File: src/rtl/rlc_pkg.sv
// Shared types and constants for the run-length compressor.
// No dependencies; imported by rlc_pack, rlc_seq, the top level and the testbench.
`timescale 1ns / 1ps
`default_nettype none

package rlc_pkg;

	localparam int LIT_DEPTH = 128;
	localparam int LIT_AW    = 7;
	localparam int LANES     = 8;

	localparam logic [7:0] RUN_FLAG = 8'h80;

	// Sequencer states
	localparam logic [2:0] ST_IDLE  = 3'd0;
	localparam logic [2:0] ST_CLS   = 3'd1;
	localparam logic [2:0] ST_ENDS  = 3'd2;
	localparam logic [2:0] ST_LHDR  = 3'd3;
	localparam logic [2:0] ST_LIT   = 3'd4;
	localparam logic [2:0] ST_RHDR  = 3'd5;
	localparam logic [2:0] ST_RVAL  = 3'd6;
	localparam logic [2:0] ST_SEND  = 3'd7;

	// One command from the sequencer to the packer
	typedef struct packed {
		logic       push;   // append one byte
		logic       send;   // close the partial word
		logic       drain;  // release the held word
		logic       last;   // released word ends the stream
		logic [7:0] data;
	} pk_op_t;

endpackage

`default_nettype wire

File: src/rtl/rlc_ram.sv
// Generic single-port-write, single-port-read RAM with registered read.
// No dependencies.
`timescale 1ns / 1ps
`default_nettype none

module rlc_ram #(
	parameter int WIDTH = 8,
	parameter int DEPTH = 128
) (
	input  wire                       clk,
	input  wire                       we,
	input  wire [$clog2(DEPTH)-1:0]   waddr,
	input  wire [WIDTH-1:0]           wdata,
	input  wire                       re,
	input  wire [$clog2(DEPTH)-1:0]   raddr,
	output logic [WIDTH-1:0]          rdata
);

	logic [WIDTH-1:0] mem [DEPTH];

	always_ff @(posedge clk) begin
		if (we) begin
			mem[waddr] <= wdata;
		end
		if (re) begin
			rdata <= mem[raddr];
		end
	end

endmodule

`default_nettype wire

File: src/rtl/rlc_pack.sv
// Byte packer: gathers encoded bytes into 64-bit words, holds the newest word
// so the end of stream can mark it, and drives the output register. Uses rlc_pkg.
`timescale 1ns / 1ps
`default_nettype none

module rlc_pack
	import rlc_pkg::*;
(
	input  wire          clk,
	input  wire          arst_n,
	input  pk_op_t       op,
	output logic         rdy,
	output logic         out_valid,
	input  wire          out_ready,
	output logic [63:0]  out_data,
	output logic [3:0]   out_count,
	output logic         out_last
);

	logic [63:0] buf_q;
	logic [2:0]  fill_q;
	logic [63:0] hold_q;
	logic [3:0]  hold_cnt_q;
	logic        hold_v_q;

	logic [63:0] new_buf;
	logic        ld;
	logic        ld_last;

	assign rdy     = !out_valid || out_ready;
	assign new_buf = buf_q | (64'(op.data) << {fill_q, 3'b000});

	// Push out the held word whenever a newer word displaces it or on drain
	always_comb begin
		ld      = 1'b0;
		ld_last = 1'b0;
		if (op.push && fill_q == 3'd7 && hold_v_q) begin
			ld = 1'b1;
		end else if (op.send && fill_q != 3'd0 && hold_v_q) begin
			ld = 1'b1;
		end else if (op.drain && hold_v_q) begin
			ld      = 1'b1;
			ld_last = op.last;
		end
	end

	always_ff @(posedge clk or negedge arst_n) begin
		if (!arst_n) begin
			buf_q      <= '0;
			fill_q     <= '0;
			hold_q     <= '0;
			hold_cnt_q <= '0;
			hold_v_q   <= 1'b0;
			out_valid  <= 1'b0;
			out_data   <= '0;
			out_count  <= '0;
			out_last   <= 1'b0;
		end else begin
			if (ld) begin
				out_valid <= 1'b1;
				out_data  <= hold_q;
				out_count <= hold_cnt_q;
				out_last  <= ld_last;
			end else if (out_ready) begin
				out_valid <= 1'b0;
			end

			if (op.push) begin
				if (fill_q == 3'd7) begin
					hold_q     <= new_buf;
					hold_cnt_q <= 4'(LANES);
					hold_v_q   <= 1'b1;
					buf_q      <= '0;
					fill_q     <= '0;
				end else begin
					buf_q  <= new_buf;
					fill_q <= fill_q + 3'd1;
				end
			end else if (op.send && fill_q != 3'd0) begin
				hold_q     <= buf_q;
				hold_cnt_q <= {1'b0, fill_q};
				hold_v_q   <= 1'b1;
				buf_q      <= '0;
				fill_q     <= '0;
			end else if (op.drain) begin
				hold_v_q <= 1'b0;
			end
		end
	end

endmodule

`default_nettype wire

File: src/rtl/rlc_seq.sv
// Parse sequencer: classifies bytes into literals and runs, keeps literal
// bytes in the store RAM and replays them on flush. Uses rlc_pkg.
`timescale 1ns / 1ps
`default_nettype none

module rlc_seq
	import rlc_pkg::*;
#(
	parameter int MAX_LITERAL = 128,
	parameter int MAX_RUN     = 130
) (
	input  wire               clk,
	input  wire               arst_n,
	input  wire               in_valid,
	output logic              in_ready,
	input  wire  [7:0]        in_byte,
	input  wire               in_last,
	output pk_op_t            op,
	input  wire               pk_rdy,
	output logic              ram_we,
	output logic [LIT_AW-1:0] ram_waddr,
	output logic [7:0]        ram_wdata,
	output logic              ram_re,
	output logic [LIT_AW-1:0] ram_raddr,
	input  wire  [7:0]        ram_rdata
);

	logic [2:0]        state_q;
	logic [7:0]        q0_q, q1_q, q2_q;
	logic [1:0]        nq_q, h_q;
	logic              last_q, end_q;
	logic [7:0]        la0_q, la1_q;
	logic [1:0]        la_cnt_q;
	logic [7:0]        lit_cnt_q;
	logic [LIT_AW-1:0] idx_q;
	logic [7:0]        run_val_q;
	logic [7:0]        run_len_q;
	logic              drain_q;

	logic [1:0] rem;
	logic [7:0] qh, qh1, qh2;
	logic       run_match, triple, lit_take;
	logic [2:0] ret_st;

	// Take a byte only in idle, and hold off the next transfer until the held word of the step is released
	assign in_ready = (state_q == ST_IDLE) && !drain_q;
	assign rem      = nq_q - h_q;
	assign ret_st   = end_q ? ST_ENDS : ST_CLS;

	always_comb begin
		unique case (h_q)
			2'd0:    begin qh = q0_q; qh1 = q1_q; qh2 = q2_q; end
			2'd1:    begin qh = q1_q; qh1 = q2_q; qh2 = q2_q; end
			default: begin qh = q2_q; qh1 = q2_q; qh2 = q2_q; end
		endcase
	end

	assign run_match = (qh == run_val_q);
	assign triple    = (rem == 2'd3) && (qh == qh1) && (qh == qh2);
	assign lit_take  = (state_q == ST_CLS) && rem != 2'd0 && run_len_q == 8'd0
		&& (rem == 2'd3 || last_q) && !triple;

	// Packer commands and store accesses
	always_comb begin
		op        = '0;
		op.drain  = drain_q && pk_rdy;
		op.last   = drain_q && last_q;
		ram_we    = lit_take;
		ram_waddr = lit_cnt_q[LIT_AW-1:0];
		ram_wdata = qh;
		ram_re    = 1'b0;
		ram_raddr = '0;
		unique case (state_q)
			ST_LHDR: begin
				op.push = pk_rdy;
				op.data = lit_cnt_q - 8'd1;
				ram_re  = pk_rdy;
			end
			ST_LIT: begin
				op.push   = pk_rdy;
				op.data   = ram_rdata;
				ram_re    = pk_rdy;
				ram_raddr = idx_q + LIT_AW'(1);
			end
			ST_RHDR: begin
				op.push = pk_rdy && run_len_q >= 8'd3;
				op.data = RUN_FLAG | {1'b0, 7'(run_len_q - 8'd3)};
			end
			ST_RVAL: begin
				op.push = pk_rdy;
				op.data = run_val_q;
			end
			ST_SEND: begin
				op.send = pk_rdy;
			end
			ST_IDLE: begin
				// Drain of the step's held word happens here after ST_SEND or ST_ENDS
			end
			default: begin
			end
		endcase
	end

	always_ff @(posedge clk or negedge arst_n) begin
		if (!arst_n) begin
			state_q   <= ST_IDLE;
			q0_q      <= '0;
			q1_q      <= '0;
			q2_q      <= '0;
			nq_q      <= '0;
			h_q       <= '0;
			last_q    <= 1'b0;
			end_q     <= 1'b0;
			la0_q     <= '0;
			la1_q     <= '0;
			la_cnt_q  <= '0;
			lit_cnt_q <= '0;
			idx_q     <= '0;
			run_val_q <= '0;
			run_len_q <= '0;
			drain_q   <= 1'b0;
		end else begin
			if (drain_q && pk_rdy) begin
				drain_q <= 1'b0;
				if (last_q) begin
					la_cnt_q  <= '0;
					lit_cnt_q <= '0;
					run_len_q <= '0;
				end
			end
			unique case (state_q)
				ST_IDLE: begin
					if (in_valid && !drain_q) begin
						unique case (la_cnt_q)
							2'd0: begin q0_q <= in_byte; end
							2'd1: begin q0_q <= la0_q; q1_q <= in_byte; end
							default: begin
								q0_q <= la0_q; q1_q <= la1_q; q2_q <= in_byte;
							end
						endcase
						nq_q    <= (la_cnt_q == 2'd3) ? 2'd3 : la_cnt_q + 2'd1;
						h_q     <= '0;
						last_q  <= in_last;
						end_q   <= 1'b0;
						state_q <= ST_CLS;
					end
				end
				ST_CLS: begin
					if (rem == 2'd0) begin
						end_q   <= 1'b1;
						state_q <= ST_ENDS;
					end else if (run_len_q != 8'd0) begin
						if (run_match) begin
							run_len_q <= run_len_q + 8'd1;
							h_q       <= h_q + 2'd1;
							if (run_len_q + 8'd1 >= 8'(MAX_RUN)) begin
								state_q <= ST_RHDR;
							end
						end else begin
							state_q <= ST_RHDR;
						end
					end else if (rem != 2'd3 && !last_q) begin
						end_q   <= 1'b1;
						state_q <= ST_ENDS;
					end else if (triple) begin
						run_val_q <= qh;
						run_len_q <= 8'd1;
						h_q       <= h_q + 2'd1;
						if (lit_cnt_q != 8'd0) begin
							state_q <= ST_LHDR;
						end
					end else begin
						lit_cnt_q <= lit_cnt_q + 8'd1;
						h_q       <= h_q + 2'd1;
						if (lit_cnt_q + 8'd1 >= 8'(MAX_LITERAL)) begin
							state_q <= ST_LHDR;
						end
					end
				end
				ST_ENDS: begin
					if (last_q) begin
						if (lit_cnt_q != 8'd0) begin
							state_q <= ST_LHDR;
						end else if (run_len_q != 8'd0) begin
							state_q <= ST_RHDR;
						end else begin
							state_q <= ST_SEND;
						end
					end else begin
						la0_q    <= qh;
						la1_q    <= qh1;
						la_cnt_q <= rem;
						if (lit_cnt_q + 8'd3 >= 8'(MAX_LITERAL)) begin
							state_q <= ST_SEND;
						end else begin
							drain_q <= 1'b1;
							state_q <= ST_IDLE;
						end
					end
				end
				ST_LHDR: begin
					if (pk_rdy) begin
						idx_q   <= '0;
						state_q <= ST_LIT;
					end
				end
				ST_LIT: begin
					if (pk_rdy) begin
						if ({1'b0, idx_q} + 8'd1 < lit_cnt_q) begin
							idx_q <= idx_q + LIT_AW'(1);
						end else begin
							lit_cnt_q <= '0;
							state_q   <= ret_st;
						end
					end
				end
				ST_RHDR: begin
					if (run_len_q < 8'd3) begin
						run_len_q <= '0;
						state_q   <= ret_st;
					end else if (pk_rdy) begin
						state_q <= ST_RVAL;
					end
				end
				ST_RVAL: begin
					if (pk_rdy) begin
						run_len_q <= '0;
						state_q   <= ret_st;
					end
				end
				ST_SEND: begin
					if (pk_rdy) begin
						drain_q <= 1'b1;
						state_q <= ST_IDLE;
					end
				end
				default: begin
					state_q <= ST_IDLE;
				end
			endcase
		end
	end

endmodule

`default_nettype wire

File: src/rtl/run_length_compressor.sv
// Top level of the run-length compressor: sequencer, literal store RAM, packer.
// Depends on rlc_pkg, rlc_ram, rlc_seq and rlc_pack.
`timescale 1ns / 1ps
`default_nettype none

// Greedy run-length encoder for a byte stream that ends on in_last. Literal
// blocks of up to MAX_LITERAL bytes come out as (count-1) then the bytes; runs
// of 3..MAX_RUN equal bytes as 0x80|(length-3) then the byte. The encoded
// bytes leave packed in 64-bit words, first byte in lane 0, out_count lanes
// valid, out_last on the final word; no header and no padding are added.
// One byte at a time is handled: each byte transfer passes through the classify
// and end-of-step states of the sequencer before the next byte is taken, and a
// literal flush replays the block in order, one byte at a time through the single
// read port of the 128-entry literal store. A full packer output register that is
// not taken stalls the sequencer.
module run_length_compressor
	import rlc_pkg::*;
#(
	parameter int MAX_LITERAL = 128,
	parameter int MAX_RUN     = 130
) (
	input  wire          clk,
	input  wire          arst_n,
	input  wire          in_valid,
	output logic         in_ready,
	input  wire  [7:0]   in_byte,
	input  wire          in_last,
	output logic         out_valid,
	input  wire          out_ready,
	output logic [63:0]  out_data,
	output logic [3:0]   out_count,
	output logic         out_last
);

	pk_op_t            pk_op;
	logic              pk_rdy;
	logic              ram_we, ram_re;
	logic [LIT_AW-1:0] ram_waddr, ram_raddr;
	logic [7:0]        ram_wdata, ram_rdata;

	// Parse control: classify, hold lookahead, replay literal blocks
	rlc_seq #(
		.MAX_LITERAL(MAX_LITERAL),
		.MAX_RUN    (MAX_RUN)
	) u_seq (
		.clk      (clk),
		.arst_n   (arst_n),
		.in_valid (in_valid),
		.in_ready (in_ready),
		.in_byte  (in_byte),
		.in_last  (in_last),
		.op       (pk_op),
		.pk_rdy   (pk_rdy),
		.ram_we   (ram_we),
		.ram_waddr(ram_waddr),
		.ram_wdata(ram_wdata),
		.ram_re   (ram_re),
		.ram_raddr(ram_raddr),
		.ram_rdata(ram_rdata)
	);

	// Literal store; written while gathering, read only during a flush
	rlc_ram #(
		.WIDTH(8),
		.DEPTH(LIT_DEPTH)
	) u_lit_ram (
		.clk  (clk),
		.we   (ram_we),
		.waddr(ram_waddr),
		.wdata(ram_wdata),
		.re   (ram_re),
		.raddr(ram_raddr),
		.rdata(ram_rdata)
	);

	// Word packing and output register
	rlc_pack u_pack (
		.clk      (clk),
		.arst_n   (arst_n),
		.op       (pk_op),
		.rdy      (pk_rdy),
		.out_valid(out_valid),
		.out_ready(out_ready),
		.out_data (out_data),
		.out_count(out_count),
		.out_last (out_last)
	);

`ifndef SYNTHESIS
	// A presented word always carries one to eight lanes
	a_count_range: assert property (@(posedge clk) disable iff (!arst_n)
		out_valid |-> (out_count != 4'd0 && out_count <= 4'd8))
		else $error("out_count out of range");

	// In the cycle after a byte transfer the sequencer is busy
	a_busy_after_in: assert property (@(posedge clk) disable iff (!arst_n)
		(in_valid && in_ready) |=> !in_ready)
		else $error("input taken twice in a row");

	// The packer only stalls on a full output register
	a_stall_cause: assert property (@(posedge clk) disable iff (!arst_n)
		!pk_rdy |-> out_valid)
		else $error("packer stalled with empty output");
`endif

endmodule

`default_nettype wire

File: config.mk
export PLATFORM = sky130hd
export DESIGN_NAME = run_length_compressor
export DESIGN_NICKNAME = d
export VERILOG_FILES = /design/src/rtl/rlc_pkg.sv /design/src/rtl/rlc_ram.sv /design/src/rtl/rlc_pack.sv /design/src/rtl/rlc_seq.sv /design/src/rtl/run_length_compressor.sv
export SDC_FILE = /design/constraint.sdc
export NUM_CORES = 2
export LEC_CHECK = 0
export BUFFER_PORTS_ARGS = -buffer_cell sky130_fd_sc_hd__buf_2
export CORE_MARGIN = 5
export CORE_UTILIZATION = 55
export DETAILED_ROUTE_END_ITERATION = 8
export PLACE_DENSITY = 0.74
export SETUP_SLACK_MARGIN = 0.1
export SLEW_MARGIN = 20
export SYNTH_ARGS = -nofsm -noshare
export SYNTH_HDL_FRONTEND = slang
export SYNTH_SLANG_ARGS = --single-unit
File: constraint.sdc
create_clock -name clk -period 4.2 [get_ports clk]
set_input_delay 0.84 -clock clk [delete_from_list [all_inputs] [get_ports clk]]
set_output_delay 0.84 -clock clk [all_outputs]
set_load 0.05 [all_outputs]
After elaboration in Yosys (flattened, before gate mapping). Memories as Yosys holds them, arrays and structs flattened. A register that Yosys moved wholly into a read port is not among the register bits. Cells that the tools add are included.

Bits in registers: 289. Memories: 1. Output and inout bits: 71. Bits in writable memories: 1024. Bits of input ports: 13.

Shift operators: 1. Bitwise gates (word level): 7. Reductions and logical operators: 51. Equality and inequality tests: 33. Mux-type cells: 101. Add/sub/neg operators: 11. Magnitude comparators: 6.

Memories: u_lit_ram.mem (depth 128, bits a word 8, read ports 1, clocked after Yosys merged registers in 1, write ports 1, line rlc_ram.sv:19) `logic [WIDTH-1:0] mem [DEPTH];`.

Operators by type and width (count): two-way mux 64 bit (6); two-way mux 8 bit (19); two-way mux 3 bit (22); bitwise OR 64 bit (1); << shifter 8 x 6 -> 64 bit (1); case mux 8 bit (2 select lines) (3); case mux 8 bit (4 select lines) (1); two-way mux 7 bit (4); equality test 8 bit (3); >= comparator 8 bit (second input constant) (3); two-way mux 1 bit (24); two-way mux 2 bit (12); case mux 3 bit (8 select lines) (1); case mux 8 bit (3 select lines) (1); logical AND 1 bit (17); adder 8 x 1 -> 8 bit (second input constant) (2); nonzero test 8 bit (2); equality test 3 bit (second input constant) (5); case mux 7 bit (2 select lines) (1); two-way mux 4 bit (3); != test 2 x 1 -> 1 bit (second input constant) (5); != test 2 bit (second input constant) (5); AND reduction 10 bit (1); AND reduction 5 bit (2); 36 further kinds (66).

Depth between registers and ports, before layout.
Word-level depth: 10. Depth in mapped cells: 16. Mapped depth without buffers: 13.

By module. Synthesis repeated with hierarchy kept, for this count alone.

Cell total of the unflattened synthesis: 3001. Area, all modules: 53700.3 um^2.

Modules (own cells, without submodules): rlc_ram (instances 1, area each 39745.6 um^2, sequential area each 30989.7 um^2, cells each 1635); rlc_pack (instances 1, area each 8099.0 um^2, sequential area each 5154.9 um^2, cells each 666); rlc_seq (instances 1, area each 5855.6 um^2, sequential area each 2077.0 um^2, cells each 700).

Least setup slack after synthesis. Ideal clock, no wire load.

Path kind: reg2reg. Start point: register u_seq.idx_q[0]. End point: register u_seq.lit_cnt_q[0]. Path buffers: 3. Library setup time: 0.125 ns. Setup slack: 0.619 ns. Period minus slack after synthesis: 3.581 ns. Required time: 4.075 ns. Cell stages (with the launch flop): 15. Arrival: 3.457 ns. Cell sequence: dfrtp_1 -> ha_1 -> nand3_1 -> xor2_1 -> inv_1 -> clkbuf_1 -> clkbuf_1 -> buf_1 -> ha_1 -> nand4_1 -> a21oi_1 -> a211oi_1 -> o41ai_1 -> nor2_4 -> mux2_2.

Word-level cells in the longest chain between the ends: 5.

Ends and longest elaborated chain: start, declared (line rlc_seq.sv:35) `logic [LIT_AW-1:0] idx_q;`; start signal, assigned (line rlc_seq.sv:210) `idx_q <= idx_q + LIT_AW'(1);`; adder 7 x 1 -> 8 bit (line rlc_seq.sv:209) `if ({1'b0, idx_q} + 8'd1 < lit_cnt_q) begin`; less-than comparator 8 bit (line rlc_seq.sv:209); two-way mux 8 bit (line rlc_seq.sv:209); two-way mux 8 bit (line rlc_seq.sv:208) `if (pk_rdy) begin`; case mux 8 bit (2 select lines) (line rlc_seq.sv:131) `unique case (state_q)`; end signal, assigned (line rlc_seq.sv:173) `lit_cnt_q <= lit_cnt_q + 8'd1;`; end, declared (line rlc_seq.sv:34) `logic [7:0] lit_cnt_q;`.

Every way passes these cells. A chain may end at the register's enable or synchronous reset.

Final worst setup path.
Start point: register u_seq.h_q[1]. End point: memory u_lit_ram.mem[1][6], enable pin.

Word-level cells in the longest chain between the ends: 9. Elaborated cells on any way between the ends: 19.

Ends and longest elaborated chain: start, declared (line rlc_seq.sv:30) `logic [1:0] nq_q, h_q;`; start signal, assigned (line rlc_seq.sv:155) `h_q <= h_q + 2'd1;`; start signal, assigned (line rlc_seq.sv:168) `h_q <= h_q + 2'd1;`; start signal, assigned (line rlc_seq.sv:174) `h_q <= h_q + 2'd1;`; equality test 2 x 1 -> 1 bit / zero test 2 bit (equally long branches) (line rlc_seq.sv:51) `unique case (h_q)`; case mux 8 bit (2 select lines) / two-way mux 8 bit (equally long branches) (line rlc_seq.sv:51); equality test 8 bit (line rlc_seq.sv:59) `assign triple = (rem == 2'd3) && (qh == qh1) && (qh == qh2);`; logical AND 1 bit (2 in series) (line rlc_seq.sv:59); zero test 1 bit (line rlc_seq.sv:61) `&& (rem == 2'd3 || last_q) && !triple;`; logical AND 1 bit (*) (line rlc_seq.sv:61); two-way mux 1 bit (*) (line rlc_ram.sv:22) `if (we) begin`; two-way mux 1 bit (implied by the code) (*) (line rlc_ram.sv:23) `mem[waddr] <= wdata;`; end, declared (line rlc_ram.sv:19).

Every way passes the cells marked *; elsewhere a longest branch is shown, timed or not.

==> results.tsv <==
stage	metric	value	unit
detailed_routing	drt_iter0_markers	5764	
place	place_inst	5360	
finish	fin_nets	4232	
timing	timing.final.hold_violations	0	
logic_synthesis	synthFlopType	edfxtp_1	
global_routing	antenna_found_initial	7	
power_and_ir_drop	p_leak	21.5	nW
floorplanning	core_area	99900	um^2
finish	final_common_cell	edfxtp_1	
clocking	cts_max_level	4	
logic_synthesis	synth_area_per_cell	13.5	um^2
detailed_routing	wire_per_inst	28.6	um
clocking	clkSinkCount	1321	
clocking	numCtsBuffers	134	
timing	rsz0062_at_grt	yes	
timing	max_freq	0.245	GHz
place	gp_congestion	0.955	
place	port_buffers	83	
detailed_routing	firstDrtPassIters	6	
timing	worst_slew_pin_slew	1.19	ns
power_and_ir_drop	fin_total_pwr	0.0412	W
clocking	worst_skew_pair.late_latency	0.76	ns
job	max-cap-violations	0	
critical_path	cp.required	4.56	ns
timing	clock-skew-final	0.0185	ns
logic_synthesis	yosysWarnings	0	
logic_synthesis	synthXorXnorAreaFrac	0.447	%
floorplanning	die_w	327	um
logic_synthesis	synth_edf_count	1032	
finish	layout-drive-gt1-share	15.5	%
floorplanning	chipHeight	327	um
critical_path	arrival	4.44	ns
logic_synthesis	synth_top_family_by_area	compound AO/OA/AOI/OAI gates	
hold_path	hp-class	primary input to asynchronous set/reset pin	
global_routing	grt_pass1_wl	239000	um
critical_path	path_max_fanout	20	
detailed_routing	antenna_left	0	
logic_synthesis	yosys-top-cells-area	edfxtp_1 56%, dfrtp_1 13%, nand2_1 3.7%	
global_routing	grt_pass1_vias	37000	
logic_synthesis	ys_async_sr_fraction	21.9	%
logic_synthesis	synth_cell_types	93	
status	status	finished, final reports clean	
power_and_ir_drop	powerDensity	661	nW/um^2
floorplanning	die_area	107000	um^2
clocking	cts.path.max_buffers	3	
detailed_routing	vias_per_cell	6.77	
logic_synthesis	synth-simple-area-share	9.77	%
logic_synthesis	synth_fp_nets	4125	
floorplanning	num_io_pins	84	
logic_synthesis	synth_mux_area_share	6.10	%
floorplanning	initial_utilization	55.3	%
finish	final_cell_mix	1032 x edfxtp_1, 536 x nand2_1, 288 x dfrtp_1, 278 x nor2_1, 175 x o21ai_0	
timing	slew_viol_final	0	
power_and_ir_drop	ir_drop	0.600	mV
detailed_routing	vias	38000	
logic_synthesis	ys_seq_area_share	69.3	%
critical_path	path_class	flop to flop	
floorplanning	rows	116	
finish	num-fill-cells	7181	
critical_path	crit_path_end_kind	flop	
timing	setup_viol	0	
finish	area_growth_syn_to_layout	13.0	%
detailed_routing	drc	0	
clocking	cts_tree	built	
global_routing	grt_max_degree	126	
detailed_routing	routed_wl	160000	um
logic_synthesis	syn_area	55200	um^2
global_routing	grt.total_usage	29.7	%
timing	min_period_over_period	97.0	%
timing	maxSlewHeadroom	20.4	%
place	hpwl	99600	um
logic_synthesis	yosysTopAreaCell	edfxtp_1	
clocking	root_buffer	clkbuf_16	
critical_path	start_kind	flop	
global_routing	grt_overflow_total	0	
timing	period_minus_slack	4.08	ns
logic_synthesis	ys_ff_latch	1321	
clocking	ctsHoldBuffers	0	
logic_synthesis	synth-compound-area-share	11.2	%
clocking	path_clk_slew	0.06	ns
finish	stdcell_count	5607	
logic_synthesis	syn_inst	4092	
logic_synthesis	synthAdderAreaFrac	0.454	%
logic_synthesis	synth_top_area_share	56.2	%
==> through the flow <==
stage	hold WS (ns)	TNS (ns)	cell area [um^2]	setup slack, ns	util (%)
2_1_floorplan	0.446	0	55200	0.619	-
3_3_place_gp	0.458	0	57700	0.275	57.8
3_5_place_dp	0.464	0	57700	0.240	57.8
4_1_cts	0.134	0	62200	0.225	62.3
5_1_grt	0.190	-1.77	62300	-0.0989	62.4
6_report	0.116	0	62300	0.125	62.4
==> worst paths after layout <==
kind / start / end / slack (ns) / depth (start not counted)
max in group asynchronous: arst_n / u_pack.out_data[47] / 3.14 / 2
min in group clk: in_last / u_seq.last_q / 0.29 / 3
max reg2reg: u_seq.h_q[1] / u_lit_ram.mem[1][6] / 0.12 / 11
min: arst_n / u_seq.la1_q[4] / 0.12 / 1
min reg2reg: u_pack.hold_q[19] / u_pack.hold_q[19] / 0.47 / 2
max: u_seq.h_q[1] / u_lit_ram.mem[1][6] / 0.12 / 11
==> power by group <==
part           internal [W]  switching (W)
registers            0.0174       0.000932
logic               0.00291        0.00776
clock network       0.00711        0.00507
==> state kept, by name (all words and copies together) (netlist names), 2 cells and up <==
register           count
u_lit_ram.mem       1024
u_lit_ram.rdata        8
u_pack.buf_q          64
u_pack.fill_q          3
u_pack.hold_cnt_q      4
u_pack.hold_q         64
u_pack.out_count       4
u_pack.out_data       64
u_seq.h_q              2
u_seq.idx_q            7
u_seq.la0_q            8
u_seq.la1_q            8
u_seq.la_cnt_q         2
u_seq.lit_cnt_q        8
u_seq.nq_q             2
u_seq.q0_q             8
u_seq.q1_q             8
u_seq.q2_q             8
u_seq.run_len_q        8
u_seq.run_val_q        8
u_seq.state_q          3
==> cell type report <==
type	count	area (um^2)	area share [%]
flip-flops and latches	1321	38200	61.3
multi-input cells	2450	15700	25.2
clock buffers	165	3550	5.70
repair buffers	257	2130	3.41
well taps	1298	1620	2.61
clock inverters	78	940	1.51
inverters	35	138	0.221
diodes	3	7.51	0.0120
==> critical path, cell delays in order, from the launching register on <==
cell and delay (ns):
dfrtp_1 0.41, inv_1 0.09, ha_1 0.54, a22oi_1 0.32, o22ai_1 0.23, nor4_1 0.07, o2111ai_1 0.19, a21oi_2 0.08
nor3_2 0.19, buf_4 0.23, nand3_1 0.37, nor4_2 0.96
==> kinds of logic after synthesis <==
group | Yosys count
buffers and inverters | 321
xor gates and xnor gates | 24
muxes | 277
DFF | 1321
adders and majority gates | 20
and+or+nand+nor | 1212
AOI/OAI and AO/OA | 917
==> synthesized netlist by cell type (all sizes together), types with 17 or more instances <==
master and instances:
a211oi 75, a21oi 172, a22o 37, a22oi 29
a311oi 44, a31oi 76, and2 37, and3 38
buf 166, clkbuf 120, dfrtp 289, edfxtp 1032
ha 20, inv 31, mux2 105, mux2i 135
mux4 37, nand2 544, nand2b 23, nand3 104
nand4 22, nor2 303, nor2b 24, nor3 50
nor4 17, o211ai 34, o21ai 183, o221ai 88
o22ai 58
==> per-layer routing <==
metal | track usage [%] | share of wire, % | vias to the layer above
met2 | 45.3 | 45 | 2910
met1 | 39.3 | 36 | 18600
li1 | - | - | 15800
met4 | 14.4 | 5.4 | 10
met3 | 8.94 | 13 | 586
met5 | 0.408 | 0.043 | -
==> what timing repair did <==
action,CTS,global route
resized for setup,0,20
buffers inserted,0,0
endpoints found under the setup margin,0,120
No activity file was read; power rests on OpenSTA's default activity.
